File: src/design/rstpb_pkg.sv
// Shared types, constants and checksum helper for the TCP reset reply builder.
package rstpb_pkg;

  localparam int FrameWords = 27;
  localparam int WordW      = 16;
  localparam int IdxW       = $clog2(FrameWords);
  localparam int InDataW    = 264;

  localparam logic [IdxW-1:0]  LastIdx     = IdxW'(FrameWords - 1);
  localparam logic [7:0]       TtlReset    = 8'd128;
  localparam int               RstFlagBit  = 2;
  localparam logic [7:0]       IpVerIhl    = 8'h45;
  localparam logic [15:0]      IpTotalLen  = 16'd40;
  localparam logic [7:0]       IpProtoTcp  = 8'd6;
  localparam logic [15:0]      TcpLen      = 16'd20;
  localparam logic [15:0]      TcpOffFlags = 16'h5014;

  typedef logic [FrameWords-1:0][WordW-1:0] frame_t;

  // Packed so that the last member sits in the lowest bits of s_tdata.
  typedef struct packed {
    logic [6:0]  pad;
    logic [7:0]  tcp_flag_bits;
    logic [31:0] seq_num;
    logic [15:0] dst_port;
    logic [15:0] src_port;
    logic [7:0]  service_type;
    logic [31:0] ip_dest;
    logic [31:0] ip_source;
    logic [15:0] ether_kind;
    logic [47:0] dst_mac;
    logic [47:0] src_mac;
    logic        deny;
  } seg_t;

  // Ones' complement fold of a sum of at most sixteen 16-bit words.
  function automatic logic [15:0] ones_fold(input logic [19:0] sum);
    logic [16:0] s1;
    logic [15:0] s2;
    s1 = {1'b0, sum[15:0]} + {13'd0, sum[19:16]};
    s2 = s1[15:0] + {15'd0, s1[16]};
    return ~s2;
  endfunction

endpackage

File: src/design/rstpb_build.sv
// Builds the 27-word reset reply image with both checksums from one segment.
module rstpb_build (
  input  rstpb_pkg::seg_t   seg,
  input  logic [7:0]        ttl,
  output rstpb_pkg::frame_t image
);

  logic [31:0] ack;
  logic [19:0] tcp_sum;
  logic [19:0] ip_sum;
  logic [15:0] ttl_proto;
  logic [15:0] ver_tos;

  assign ack       = seg.seq_num + 32'd1;
  assign ttl_proto = {ttl, rstpb_pkg::IpProtoTcp};
  assign ver_tos   = {rstpb_pkg::IpVerIhl, seg.service_type};

  // pseudo header plus TCP header, zero words left out
  assign tcp_sum = 20'(seg.ip_dest[31:16]) + 20'(seg.ip_dest[15:0])
                 + 20'(seg.ip_source[31:16]) + 20'(seg.ip_source[15:0])
                 + 20'(rstpb_pkg::IpProtoTcp) + 20'(rstpb_pkg::TcpLen)
                 + 20'(seg.dst_port) + 20'(seg.src_port)
                 + 20'(ack[31:16]) + 20'(ack[15:0])
                 + 20'(rstpb_pkg::TcpOffFlags);

  assign ip_sum = 20'(ver_tos) + 20'(rstpb_pkg::IpTotalLen) + 20'(ttl_proto)
                + 20'(seg.ip_dest[31:16]) + 20'(seg.ip_dest[15:0])
                + 20'(seg.ip_source[31:16]) + 20'(seg.ip_source[15:0]);

  always_comb begin
    image     = '0;
    image[0]  = seg.src_mac[47:32];
    image[1]  = seg.src_mac[31:16];
    image[2]  = seg.src_mac[15:0];
    image[3]  = seg.dst_mac[47:32];
    image[4]  = seg.dst_mac[31:16];
    image[5]  = seg.dst_mac[15:0];
    image[6]  = seg.ether_kind;
    image[7]  = ver_tos;
    image[8]  = rstpb_pkg::IpTotalLen;
    image[11] = ttl_proto;
    image[12] = rstpb_pkg::ones_fold(ip_sum);
    image[13] = seg.ip_dest[31:16];
    image[14] = seg.ip_dest[15:0];
    image[15] = seg.ip_source[31:16];
    image[16] = seg.ip_source[15:0];
    image[17] = seg.dst_port;
    image[18] = seg.src_port;
    image[21] = ack[31:16];
    image[22] = ack[15:0];
    image[23] = rstpb_pkg::TcpOffFlags;
    image[25] = rstpb_pkg::ones_fold(tcp_sum);
  end

endmodule

File: src/design/rstpb_emit.sv
// Frame register and word sequencer driving the output stream.
module rstpb_emit (
  input  logic                       clk,
  input  logic                       rst,
  input  logic                       load,
  input  rstpb_pkg::frame_t          image,
  output logic                       free,
  output logic                       m_tvalid,
  input  logic                       m_tready,
  output logic [rstpb_pkg::WordW-1:0] m_tdata, // packet_word
  output logic                       m_tlast   // last_word
);

  rstpb_pkg::frame_t           frame;
  logic [rstpb_pkg::IdxW-1:0]  idx;
  logic                        emitting;
  logic                        xfer;
  logic                        last_xfer;

  assign xfer      = emitting && m_tready;
  assign last_xfer = xfer && (idx == rstpb_pkg::LastIdx);
  assign free      = !emitting || last_xfer;

  assign m_tvalid = emitting;
  assign m_tdata  = frame[idx];
  assign m_tlast  = emitting && (idx == rstpb_pkg::LastIdx);

  always_ff @(posedge clk) begin
    if (load) begin
      frame <= image;
    end
  end

  always_ff @(posedge clk) begin
    if (rst) begin
      emitting <= 1'b0;
      idx      <= '0;
    end else if (load) begin
      emitting <= 1'b1;
      idx      <= '0;
    end else if (last_xfer) begin
      emitting <= 1'b0;
      idx      <= '0;
    end else if (xfer) begin
      idx <= idx + 1'b1;
    end
  end

  a_idx_range: assert property (@(posedge clk) disable iff (rst)
    idx <= rstpb_pkg::LastIdx)
    else $error("word index beyond frame");

  a_idle_idx: assert property (@(posedge clk) disable iff (rst)
    !emitting |-> idx == '0)
    else $error("index not parked while idle");

  a_no_overrun: assert property (@(posedge clk) disable iff (rst)
    load |-> free)
    else $error("frame reloaded mid-reply");

  a_word_step: assert property (@(posedge clk) disable iff (rst)
    (xfer && !m_tlast && !load) |=> idx == $past(idx) + 1'b1)
    else $error("word index skipped");

endmodule

File: src/design/tcp_reset_packet_builder.sv
// Top level of the TCP reset reply builder: request register, TTL register, build and emit.
// With the emitter free, an accepted request passes from the request register into the frame
// register of the emitter, and the first reply word is then valid on m_tdata.
// A reply streams out one word per cycle while m_tready is high, set by the single word
// output; the next request is taken while the current reply streams out.
// Requests that are not denied, or that carry the reset flag, are dropped at one a cycle
// while s_tready is high.
// Reset (rst, synchronous): stream idle, TTL register back to 128.
module tcp_reset_packet_builder (
  input  logic                           clk,
  input  logic                           rst,
  input  logic                           s_tvalid,
  output logic                           s_tready,
  // deny, src_mac, dst_mac, ether_kind, ip_source, ip_dest, service_type,
  // src_port, dst_port, seq_num, tcp_flag_bits, zero pad
  input  logic [rstpb_pkg::InDataW-1:0]  s_tdata,
  output logic                           m_tvalid,
  input  logic                           m_tready,
  output logic [rstpb_pkg::WordW-1:0]    m_tdata, // packet_word
  output logic                           m_tlast, // last_word
  input  logic                           cfg_valid,
  output logic                           cfg_ready,
  input  logic [7:0]                     cfg_data // reply_ttl
);

  rstpb_pkg::seg_t   seg_in;
  rstpb_pkg::seg_t   seg;
  rstpb_pkg::frame_t image;
  logic              seg_valid;
  logic              wanted;
  logic              load;
  logic              free;
  logic [7:0]        ttl;

  assign seg_in    = rstpb_pkg::seg_t'(s_tdata);
  assign wanted    = seg_in.deny && !seg_in.tcp_flag_bits[rstpb_pkg::RstFlagBit];
  assign load      = seg_valid && free;
  assign s_tready  = !seg_valid || free;
  assign cfg_ready = 1'b1;

  always_ff @(posedge clk) begin
    if (rst) begin
      ttl <= rstpb_pkg::TtlReset;
    end else if (cfg_valid) begin
      ttl <= cfg_data;
    end
  end

  always_ff @(posedge clk) begin
    if (rst) begin
      seg_valid <= 1'b0;
    end else if (s_tvalid && s_tready && wanted) begin
      seg_valid <= 1'b1;
    end else if (load) begin
      seg_valid <= 1'b0;
    end
  end

  always_ff @(posedge clk) begin
    if (s_tvalid && s_tready && wanted) begin
      seg <= seg_in;
    end
  end

  rstpb_build u_build (
    .seg   (seg),
    .ttl   (ttl),
    .image (image)
  );

  rstpb_emit u_emit (
    .clk      (clk),
    .rst      (rst),
    .load     (load),
    .image    (image),
    .free     (free),
    .m_tvalid (m_tvalid),
    .m_tready (m_tready),
    .m_tdata  (m_tdata),
    .m_tlast  (m_tlast)
  );

endmodule

File: config.mk
export PLATFORM = sky130hd
export DESIGN_NAME = tcp_reset_packet_builder
export DESIGN_NICKNAME = d
export VERILOG_FILES = /design/src/design/rstpb_pkg.sv /design/src/design/rstpb_build.sv /design/src/design/rstpb_emit.sv /design/src/design/tcp_reset_packet_builder.sv
export SDC_FILE = /design/constraint.sdc
export NUM_CORES = 1
export LEC_CHECK = 0
export ABC_AREA = 1
export BUFFER_PORTS_ARGS = -buffer_cell sky130_fd_sc_hd__buf_2
export CAP_MARGIN = 20
export CORE_AREA = 2 2 236 238
export DETAILED_ROUTE_END_ITERATION = 10
export DIE_AREA = 0 0 238 240
export PLACE_DENSITY = 0.81
export REMOVE_ABC_BUFFERS = 1
export SYNTH_ARGS = -nofsm -noshare
export SYNTH_HDL_FRONTEND = slang
export SYNTH_SLANG_ARGS = --single-unit
File: constraint.sdc
create_clock -name clk -period 15.8 [get_ports clk]
set_input_delay 0.79 -clock clk [delete_from_list [all_inputs] [get_ports clk]]
set_output_delay 0.79 -clock clk [all_outputs]
set_load 0.01 [all_outputs]
After elaboration in Yosys (flattened, before gate mapping)
Index checks and enable logic that the tools add are counted.
{ "word_totals": {"output_inout_bits": 20, "in_bits": 277, "wordCells": 79, "regBits": 551} }
{ "classes": {"n_lt_le_gt_ge": 1, "addsub": 22, "eq_ne": 1, "bitwise": 2, "reduce_logical": 15, "muxes": 6} }
{ "ops": {"columns": ["cell", "n"], "rows": [
  ["$add A20 B16 Y20", 11],
  ["$bmux W16 S5", 1],
  ["$add A16 B4 Y17", 2],
  ["$add A16 B1 Y16", 2],
  ["$add A32 B1 Y32 const B", 1],
  ["$not A16 Y16", 2],
  ["$add A20 B15 Y20 const B", 1],
  ["$add A20 B3 Y20 const B", 1],
  ["$add A20 B5 Y20 const B", 1],
  ["$add A16 B16 Y17", 1],
  ["$add A15 B6 Y16 const B", 1],
  ["$mux W16", 1],
  ["$logic_and A1 B1 Y1", 7],
  ["$lt A5 B6 Y1 const B", 1],
  ["$add A5 B1 Y5 const B", 1],
  ["$eq A5 B5 Y1 const B", 1],
  ["$mux W1", 4],
  ["$reduce_bool A2 Y1", 2],
  ["$logic_not A1 Y1", 3],
  ["$reduce_or A3 Y1", 1],
  ["$logic_or A1 B1 Y1", 2]
]} }

Depth between registers and ports, before layout
Gate-level depths: netlist of the first run.
{ "depth": {"depth_word": 13, "mapped_depth": 57} }

By module
From an unflattened synthesis of the first run, not the netlist that was laid out.
{ "hier_totals": {"cells_unflattened": 3679, "area_unflattened_um2": 38147.8} }
{ "by_module_without_submodules": {"columns": ["mod", "cells_each", "instances", "area_per_inst_um2"], "rows": [
  ["rstpb_emit", 1758, 1, 18559.0],
  ["rstpb_build", 1612, 1, 11328.4],
  ["tcp_reset_packet_builder", 309, 1, 8260.4]
]} }

Worst setup path before layout of the first run
Ideal clock, no wire load.
{ "synth_timing": {"path_kind": "register -> register", "startpoint": "register u_emit.idx[0] (netlist bit)", "endpoint": "register u_emit.idx[2] (netlist bit)", "setup_time_ns": 0.132, "required_ns": 15.668, "path_buffers": 2, "path_stages_with_launch": 11, "setup_slack_ns": 1.153, "arrival_time_ns": 14.515, "cell_sequence": "dfxtp_1 -> inv_1 -> clkbuf_1 -> buf_1 -> ha_1 -> nand3_1 -> nor2_1 -> nor2_1 -> nor2_1 -> or3_1 -> nor3b_1"} }
{ "synth_via": {"elab_chain_cells": 5, "word_cells_on_any_way": 6} }
{ "synth_lines": {"columns": ["element", "line_no", "source"], "rows": [
  ["start, declared", "rstpb_emit.sv:15", "logic [rstpb_pkg::IdxW-1:0] idx;"],
  ["start signal, assigned", "rstpb_emit.sv:45", "idx <= idx + 1'b1;"],
  ["$eq A5 B5 Y1", "rstpb_emit.sv:21", "assign last_xfer = xfer && (idx == rstpb_pkg::LastIdx);"],
  ["$logic_and A1 B1 Y1", "rstpb_emit.sv:21", null],
  ["$logic_or A1 B1 Y1", "rstpb_emit.sv:22", "assign free = !emitting || last_xfer;"],
  ["$logic_and A1 B1 Y1", "tcp_reset_packet_builder.sv:37", "assign load = seg_valid && free;"],
  ["net load", "tcp_reset_packet_builder.sv:31", "logic load;"],
  ["$reduce_or A3 Y1 (no source line)", null, null]
]} }
The timed path passes the listed nets, and every way through them passes these cells.
A chain may end at the register's enable or synchronous reset.

==> results.toml, run 1 <==
[timing]
hold_viol = 0
setup_viol = 0
fmax_mhz = 99.38
rsz0062_at_grt = "no"
tns_ps = 0
drv_slew = 0
fin_crit_ps = 10060
worstMarginPinSlew_ps = 1090
slew_headroom_pct = 27.31
fin_skew_ps = 17.83
hold_ws_ps = 353.1
fin_ws_ps = 5738
fin_crit_sh_pct = 63.69

[floorplan]
io_pins = 297
start_util_pct = 49.58
die_w_um = 238
rows = 86
die_y_um = 240
core_um2 = 54660
die_area_um2 = 57120

[critical_path]
crit_path_start = "seg[161]$_DFFE_PP_"
cp_slowest_cell = "fa_1"
start_kind = "flop"
worstPathRequired_ps = 16150
cp-end-kind = "flop"
path_buf_inv = 5
worstPathArrival_ps = 10420
critPathMaxStageDelay_ps = 550
r2r-start = "seg[161]$_DFFE_PP_"
cp_max_fo = 5
crit_type = "flop to flop"
cp_top_family = "adder cells"

[detailed_routing]
drtIter0Drc = 1421
wl_met1_mm = 27.31
num_vias = 17826
viasPerCell = 5.436
dr.pass1.iters = 7
met2_length_mm = 34.59
drt-total-wl_mm = 68.97
top_layer_used = "met4"
ant_nets = 0
drcViolationCount = 0
dr_wl_met3_mm = 4.758
post_drt_wl_per_cell_um = 21.03

[synth]
ys_seq_elements = 551
synth_commonest_cells = "edfxtp_1, inv_1, nand2_1"
ys_types = 54
netlist_top_cells_area = "edfxtp_1, fa_1, inv_1"
synth_top_area_share_pct = 59.39
synth_edf_count = 536
synth_compound_area_share_pct = 7.193
ys_async_sr_fraction_pct = 0
ys_seq_area_share_pct = 60.50
synthXorXnorAreaFrac_pct = 2.544
yosys.area_share.simple_pct = 10.50
synthMuxAreaShare_pct = 0.03693
synth_ff_type = "edfxtp_1"
synth_cells = 2221
netlist_area_um2 = 27100
synth_top_family_by_area = "adder cells"
synth_adder_area_share_pct = 14.04
yosysWarnings = 0
synth_top_area_cell = "edfxtp_1"
synth.avg_cell_area_um2 = 12.20
synth.most_common_cell = "edfxtp_1"

[run]
maxCapViolCount = 0

[clock_network]
cts_tree = "yes"
post-cts-setup-buffer-count = 0
clock_sinks = 551
cts_max_level = 2
clk_pin_slew_ps = 70
ctsResizeCount = 0
clockRootBuffer = "clkbuf_16"
cts_made_buffers = 56
cts_max_path_buffers = 3
ctsHoldBuffers = 0
insertion_delay_ps = 610

[place]
dp_slack_ps = 5694
hpwl_mm = 50.28
gp_congestion = 0.9317
portBuffers = 281

[global_route]
antenna_found_initial = 1
grt_max_degree = 93
grt_pass1_vias = 18322
grt_usage_pct = 24.31
gr-total-overflow = 0
grt_pass1_wl_mm = 103.7

[hold_path]
hold_path.class = "input pin to flop"
min-delay-start = "s_tdata[184]"

[power_and_ir_drop]
peakVddDrop_v = 0.00008702
power.total_uw = 4452
powerDensity_nw_per_um2 = 142.9
p_leak_uw = 0.01258

[layout]
drive_above_1_share_pct = 16.61
fin_nets = 3029
syn_to_final_growth_pct = 14.97
post-route-util_pct = 57.00

[outcome]
status = "finished clean"
## flip-flops by register name, indices dropped and copies added, names as in the netlist
name and count:
u_emit.frame 288, u_emit.m_tvalid 1, u_emit.idx 5, ttl 8, seg 248, seg_valid 1
## stage by stage
| step | instance area [um^2] | cells |
|---|---|---|
| floorplan | 26890 | 2167 |
| global placement | 29350 | 3172 |
| detailed placement | 29360 | 3173 |
| CTS | 31150 | 3275 |
| global route | 31150 | 3275 |
| finish | 31160 | 3279 |
## cell usage in the layout, fill, tap and decap left out, types with 4 or more instances in the layout
master     synthesis  final
a211oi_1          20     20
a21boi_0           5      5
a21oi_1           76     76
a221oi_1          20     20
a22oi_1           18     18
a31oi_1            7      7
buf_2              2    281
buf_4              2     21
bufinv_16          0      6
clkbuf_1          47      9
clkbuf_16          0     57
clkinv_1           2     20
clkinv_2           0      6
dfxtp_1           15     14
diode_2            0      4
edfxtp_1         536    536
fa_1             132    132
ha_1              93     93
inv_1            312    308
inv_2              3      6
nand2_1          305    305
nand2_2           14     14
nand3_1          106    106
nand3_2            4      4
nand4_1           14     14
nor2_1           188    186
nor2_2            11     11
nor2_4             4      6
nor3_1            13     13
o2111ai_1          7      7
o211ai_1           9      9
o21ai_0          132    132
o22ai_1           12     12
xnor2_1           25     25
xor2_1            50     50
## power breakdown
group	internal [uW]	leakage [uW]	total (uW)	switching [uW]
sequential	1690	0.00502	1720	22.1
combinational	513	0.00670	1440	925
clock	754	0.000865	1300	542
## layer usage
| metal | track usage, % | vias up |
|---|---|---|
| li1 | - | 8247 |
| met1 | 31.13 | 8743 |
| met2 | 42.11 | 708 |
| met3 | 3.605 | 128 |
| met4 | 9.186 | 0 |
| met5 | 0 | - |
## cells by family (layout without fill, tap and decap cells)
| family | Yosys count | count (layout) |
|---|---|---|
| muxes | 1 | 1 |
| xor gates and xnor gates | 77 | 77 |
| other | 1 | 5 |
| adders and majority gates | 225 | 225 |
| and+or+nand+nor | 669 | 669 |
| buffers and inverters | 371 | 721 |
| DFF | 551 | 551 |
| AOI/OAI and AO/OA | 326 | 326 |
## final cells by class
class,instances,area (um^2)
antenna,4,10.01
clock buffer,66,1460
clock inverter,36,329.1
fill,4339,23500
inverter,317,1197
multi-input combinational,1299,9319
sequential,551,16400
tap,704,880.8
timing repair buffer,302,1564
## final timing paths
check | endpoint | slack [ps] | cells past startpoint
worst max-delay path | u_emit.frame[414]$_DFFE_PP_ | 5740 | 49
worst min-delay path | seg[184]$_DFFE_PP_ | 350 | 1
worst max register to register | u_emit.frame[414]$_DFFE_PP_ | 5740 | 49
worst min register to register | u_emit.frame[39]$_DFFE_PP_ | 400 | 0
No activity file was read; power rests on OpenSTA's default activity.
==> run 2, diff against run 1 <==
--- a/config.mk
+++ b/config.mk
@@ -5,12 +5,12 @@
 export SDC_FILE = /design/constraint.sdc
 export NUM_CORES = 1
 export LEC_CHECK = 0
-export ABC_AREA = 1
+export ABC_AREA = 0
 export BUFFER_PORTS_ARGS = -buffer_cell sky130_fd_sc_hd__buf_2
 export CAP_MARGIN = 20
-export CORE_AREA = 2 2 236 238
+export CORE_AREA = 2 2 235 237
 export DETAILED_ROUTE_END_ITERATION = 10
-export DIE_AREA = 0 0 238 240
+export DIE_AREA = 0 0 237 239
 export PLACE_DENSITY = 0.81
 export REMOVE_ABC_BUFFERS = 1
 export SYNTH_ARGS = -nofsm -noshare
==> constraint.sdc (replaced) <==
create_clock -name clk -period 9.59 [get_ports clk]
set_input_delay 0.4795 -clock clk [delete_from_list [all_inputs] [get_ports clk]]
set_output_delay 0.4795 -clock clk [all_outputs]
set_load 0.01 [all_outputs]
==> run 2 against run 1 <==
  * Worst setup slack worse by 5300 ps
  * Sequential power grew 73%
  * Synthesized cell count is 20% lower
  * Sequential share of layout area down 2.8 points
  * Fmax up 10%
  * Via count fell by 6.0%
  * Die area is 0.84% lower
  * Non-clock buffer count up 180
  * Register-to-register slack got worse by 5300 ps
  * Core utilization up 3.6 points
  * Highest routed layer is now met5
==> results.toml, run 2 <==
[detailed_routing]
ant_nets = 0
drcViolationCount = 0
num_vias = 16758
drtIter0Drc = 1299
drt-total-wl_mm = 68.80
viasPerCell = 5.518
dr.pass1.iters = 6
post_drt_wl_per_cell_um = 22.66

[timing]
fin_crit_ps = 9140
drv_slew = 0
tns_ps = 0
setup_viol = 0
slew_headroom_pct = 26.60
hold_viol = 0
worstMarginPinSlew_ps = 1101
fin_crit_sh_pct = 95.31
hold_ws_ps = 29.50
fin_skew_ps = 24.88
fmax_mhz = 109.4

[synth]
netlist_top_cells_area = "edfxtp_1, fa_1, ha_1"
yosys.area_share.simple_pct = 4.987
synth_adder_area_share_pct = 14.20
synth_cells = 1787
synth.most_common_cell = "edfxtp_1"
synth_top_family_by_area = "adder cells"
synth_ff_type = "edfxtp_1"
ys_seq_area_share_pct = 61.02
synth.avg_cell_area_um2 = 15.04
synth_compound_area_share_pct = 7.157
yosysWarnings = 0
synthXorXnorAreaFrac_pct = 3.651
synth_top_area_share_pct = 59.90
ys_seq_elements = 551
synth_top_area_cell = "edfxtp_1"
ys_async_sr_fraction_pct = 0
netlist_area_um2 = 26870
synth_commonest_cells = "edfxtp_1, inv_1, fa_1"
ys_types = 85
synth_edf_count = 536
synthMuxAreaShare_pct = 5.132

[global_route]
grt_pass1_wl_mm = 103.7
antenna_found_initial = 3
grt_pass1_vias = 17748
gr-total-overflow = 0
grt_max_degree = 169
grt_usage_pct = 24.61

[layout]
fillers = 3986
reg.largest.list = "u_emit.frame (288), seg (248), ttl (8)"
ff_latch_area_um2 = 16410
multiInputGateArea_um2 = 9572
fin_nets = 2781
layout_commonest_cell = "edfxtp_1"
post-route-util_pct = 60.56
syn_to_final_growth_pct = 22.47
largest_reg_flops = 288
drive_above_1_share_pct = 23.70
stdcell_area_um2 = 32910
top_register = "u_emit.frame"
final_cell_mix = "edfxtp_1, buf_2, inv_1"

[critical_path]
worstPathArrival_ps = 9530
cp_max_fo = 4
critPathMaxStageDelay_ps = 570
cp_slowest_cell = "fa_1"
path_buf_inv = 4
start_kind = "flop"
worstPathRequired_ps = 9980
crit_type = "flop to flop"
cp_top_family = "adder cells"
cp-end-kind = "flop"
reg2reg_slack_ps = 450

[run]
maxCapViolCount = 0

[place]
hpwl_mm = 47.17
portBuffers = 281
placed_area_um2 = 29330
gp_congestion = 0.8937

[floorplan]
start_util_pct = 49.45
die_area_um2 = 56640
die_w_um = 237
core_um2 = 54340
io_pins = 297
die_y_um = 239
rows = 86

[hold_path]
hold_path.class = "input pin to flop"

[power_and_ir_drop]
p_leak_uw = 0.01264
peakVddDrop_v = 0.0002581
power.total_uw = 10010
powerDensity_nw_per_um2 = 304.0

[clock_network]
clock_sinks = 551
clockRootBuffer = "clkbuf_16"
insertion_delay_ps = 640
clk_pin_slew_ps = 60
cts_made_buffers = 58
cts_tree = "yes"
cts_max_path_buffers = 3
cts_max_level = 2

[outcome]
status = "finished clean"
## run 2: report_power, final
group	total, uW	internal (uW)	switching, uW
Combinational	4760	2020	2740
Clock	2260	1260	1010
Sequential	2980	2910	65.3
Total	10000	6190	3810
## run 2: timing repair
item | in CTS | in global routing
hold endpoints to repair | 148 | 0
resized for setup | 7 | 23
endpoints found under the setup margin | 7 | 12
setup buffers | 0 | 8
pin swaps | 1 | 18
hold buffers | 148 | 0
## run 2: metal layers
layer  track usage (%)  vias to the layer above  part of all wire (%)
met3             4.607                      137                   7.0
met2             42.86                      739                    50
met4             7.921                        2                   3.2
li1                  -                     7516                     -
met5                 0                        -                 0.028
met1             31.26                     8364                    39
## run 2: final cells by class
type	count	share of cell area [%]
multi-input cells	966	29.09
clock buffers	68	4.585
inverters	220	2.509
repair buffers	482	10.02
diodes	4	0.03042
flip-flops and latches	551	49.85
clock inverters	42	1.236
well taps	704	2.677
## run 2: cells by family (layout without fill, tap and decap cells)
| logic type | after synthesis | after routing |
|---|---|---|
| XOR/XNOR | 112 | 112 |
| buffers and inverters | 270 | 812 |
| flip-flops | 551 | 551 |
| AND/OR/NAND/NOR | 265 | 265 |
| adder cells (fa/ha/maj) | 226 | 226 |
| AO/OA/AOI/OAI | 281 | 281 |
| multiplexers | 81 | 81 |
| other | 1 | 5 |
## run 2: per-stage QoR
step / setup slack, ps / instances
after detailed placement: -271.3 / 2767
after floorplan: -7054 / 1737
final: 450.2 / 3037
after global placement: 49.24 / 2767
after CTS: 47.89 / 3025
after global routing: -28.80 / 3034
## run 2: final timing paths
kind                            depth (start not counted)                     endpoint               start
worst max-delay path                                   41  u_emit.frame[414]$_DFFE_PP_  seg[162]$_DFFE_PP_
worst min-delay path                                    1           seg[116]$_DFFE_PP_        s_tdata[116]
worst max register to register                         41  u_emit.frame[414]$_DFFE_PP_  seg[162]$_DFFE_PP_
worst min register to register                          0   u_emit.frame[29]$_DFFE_PP_   seg[30]$_DFFE_PP_
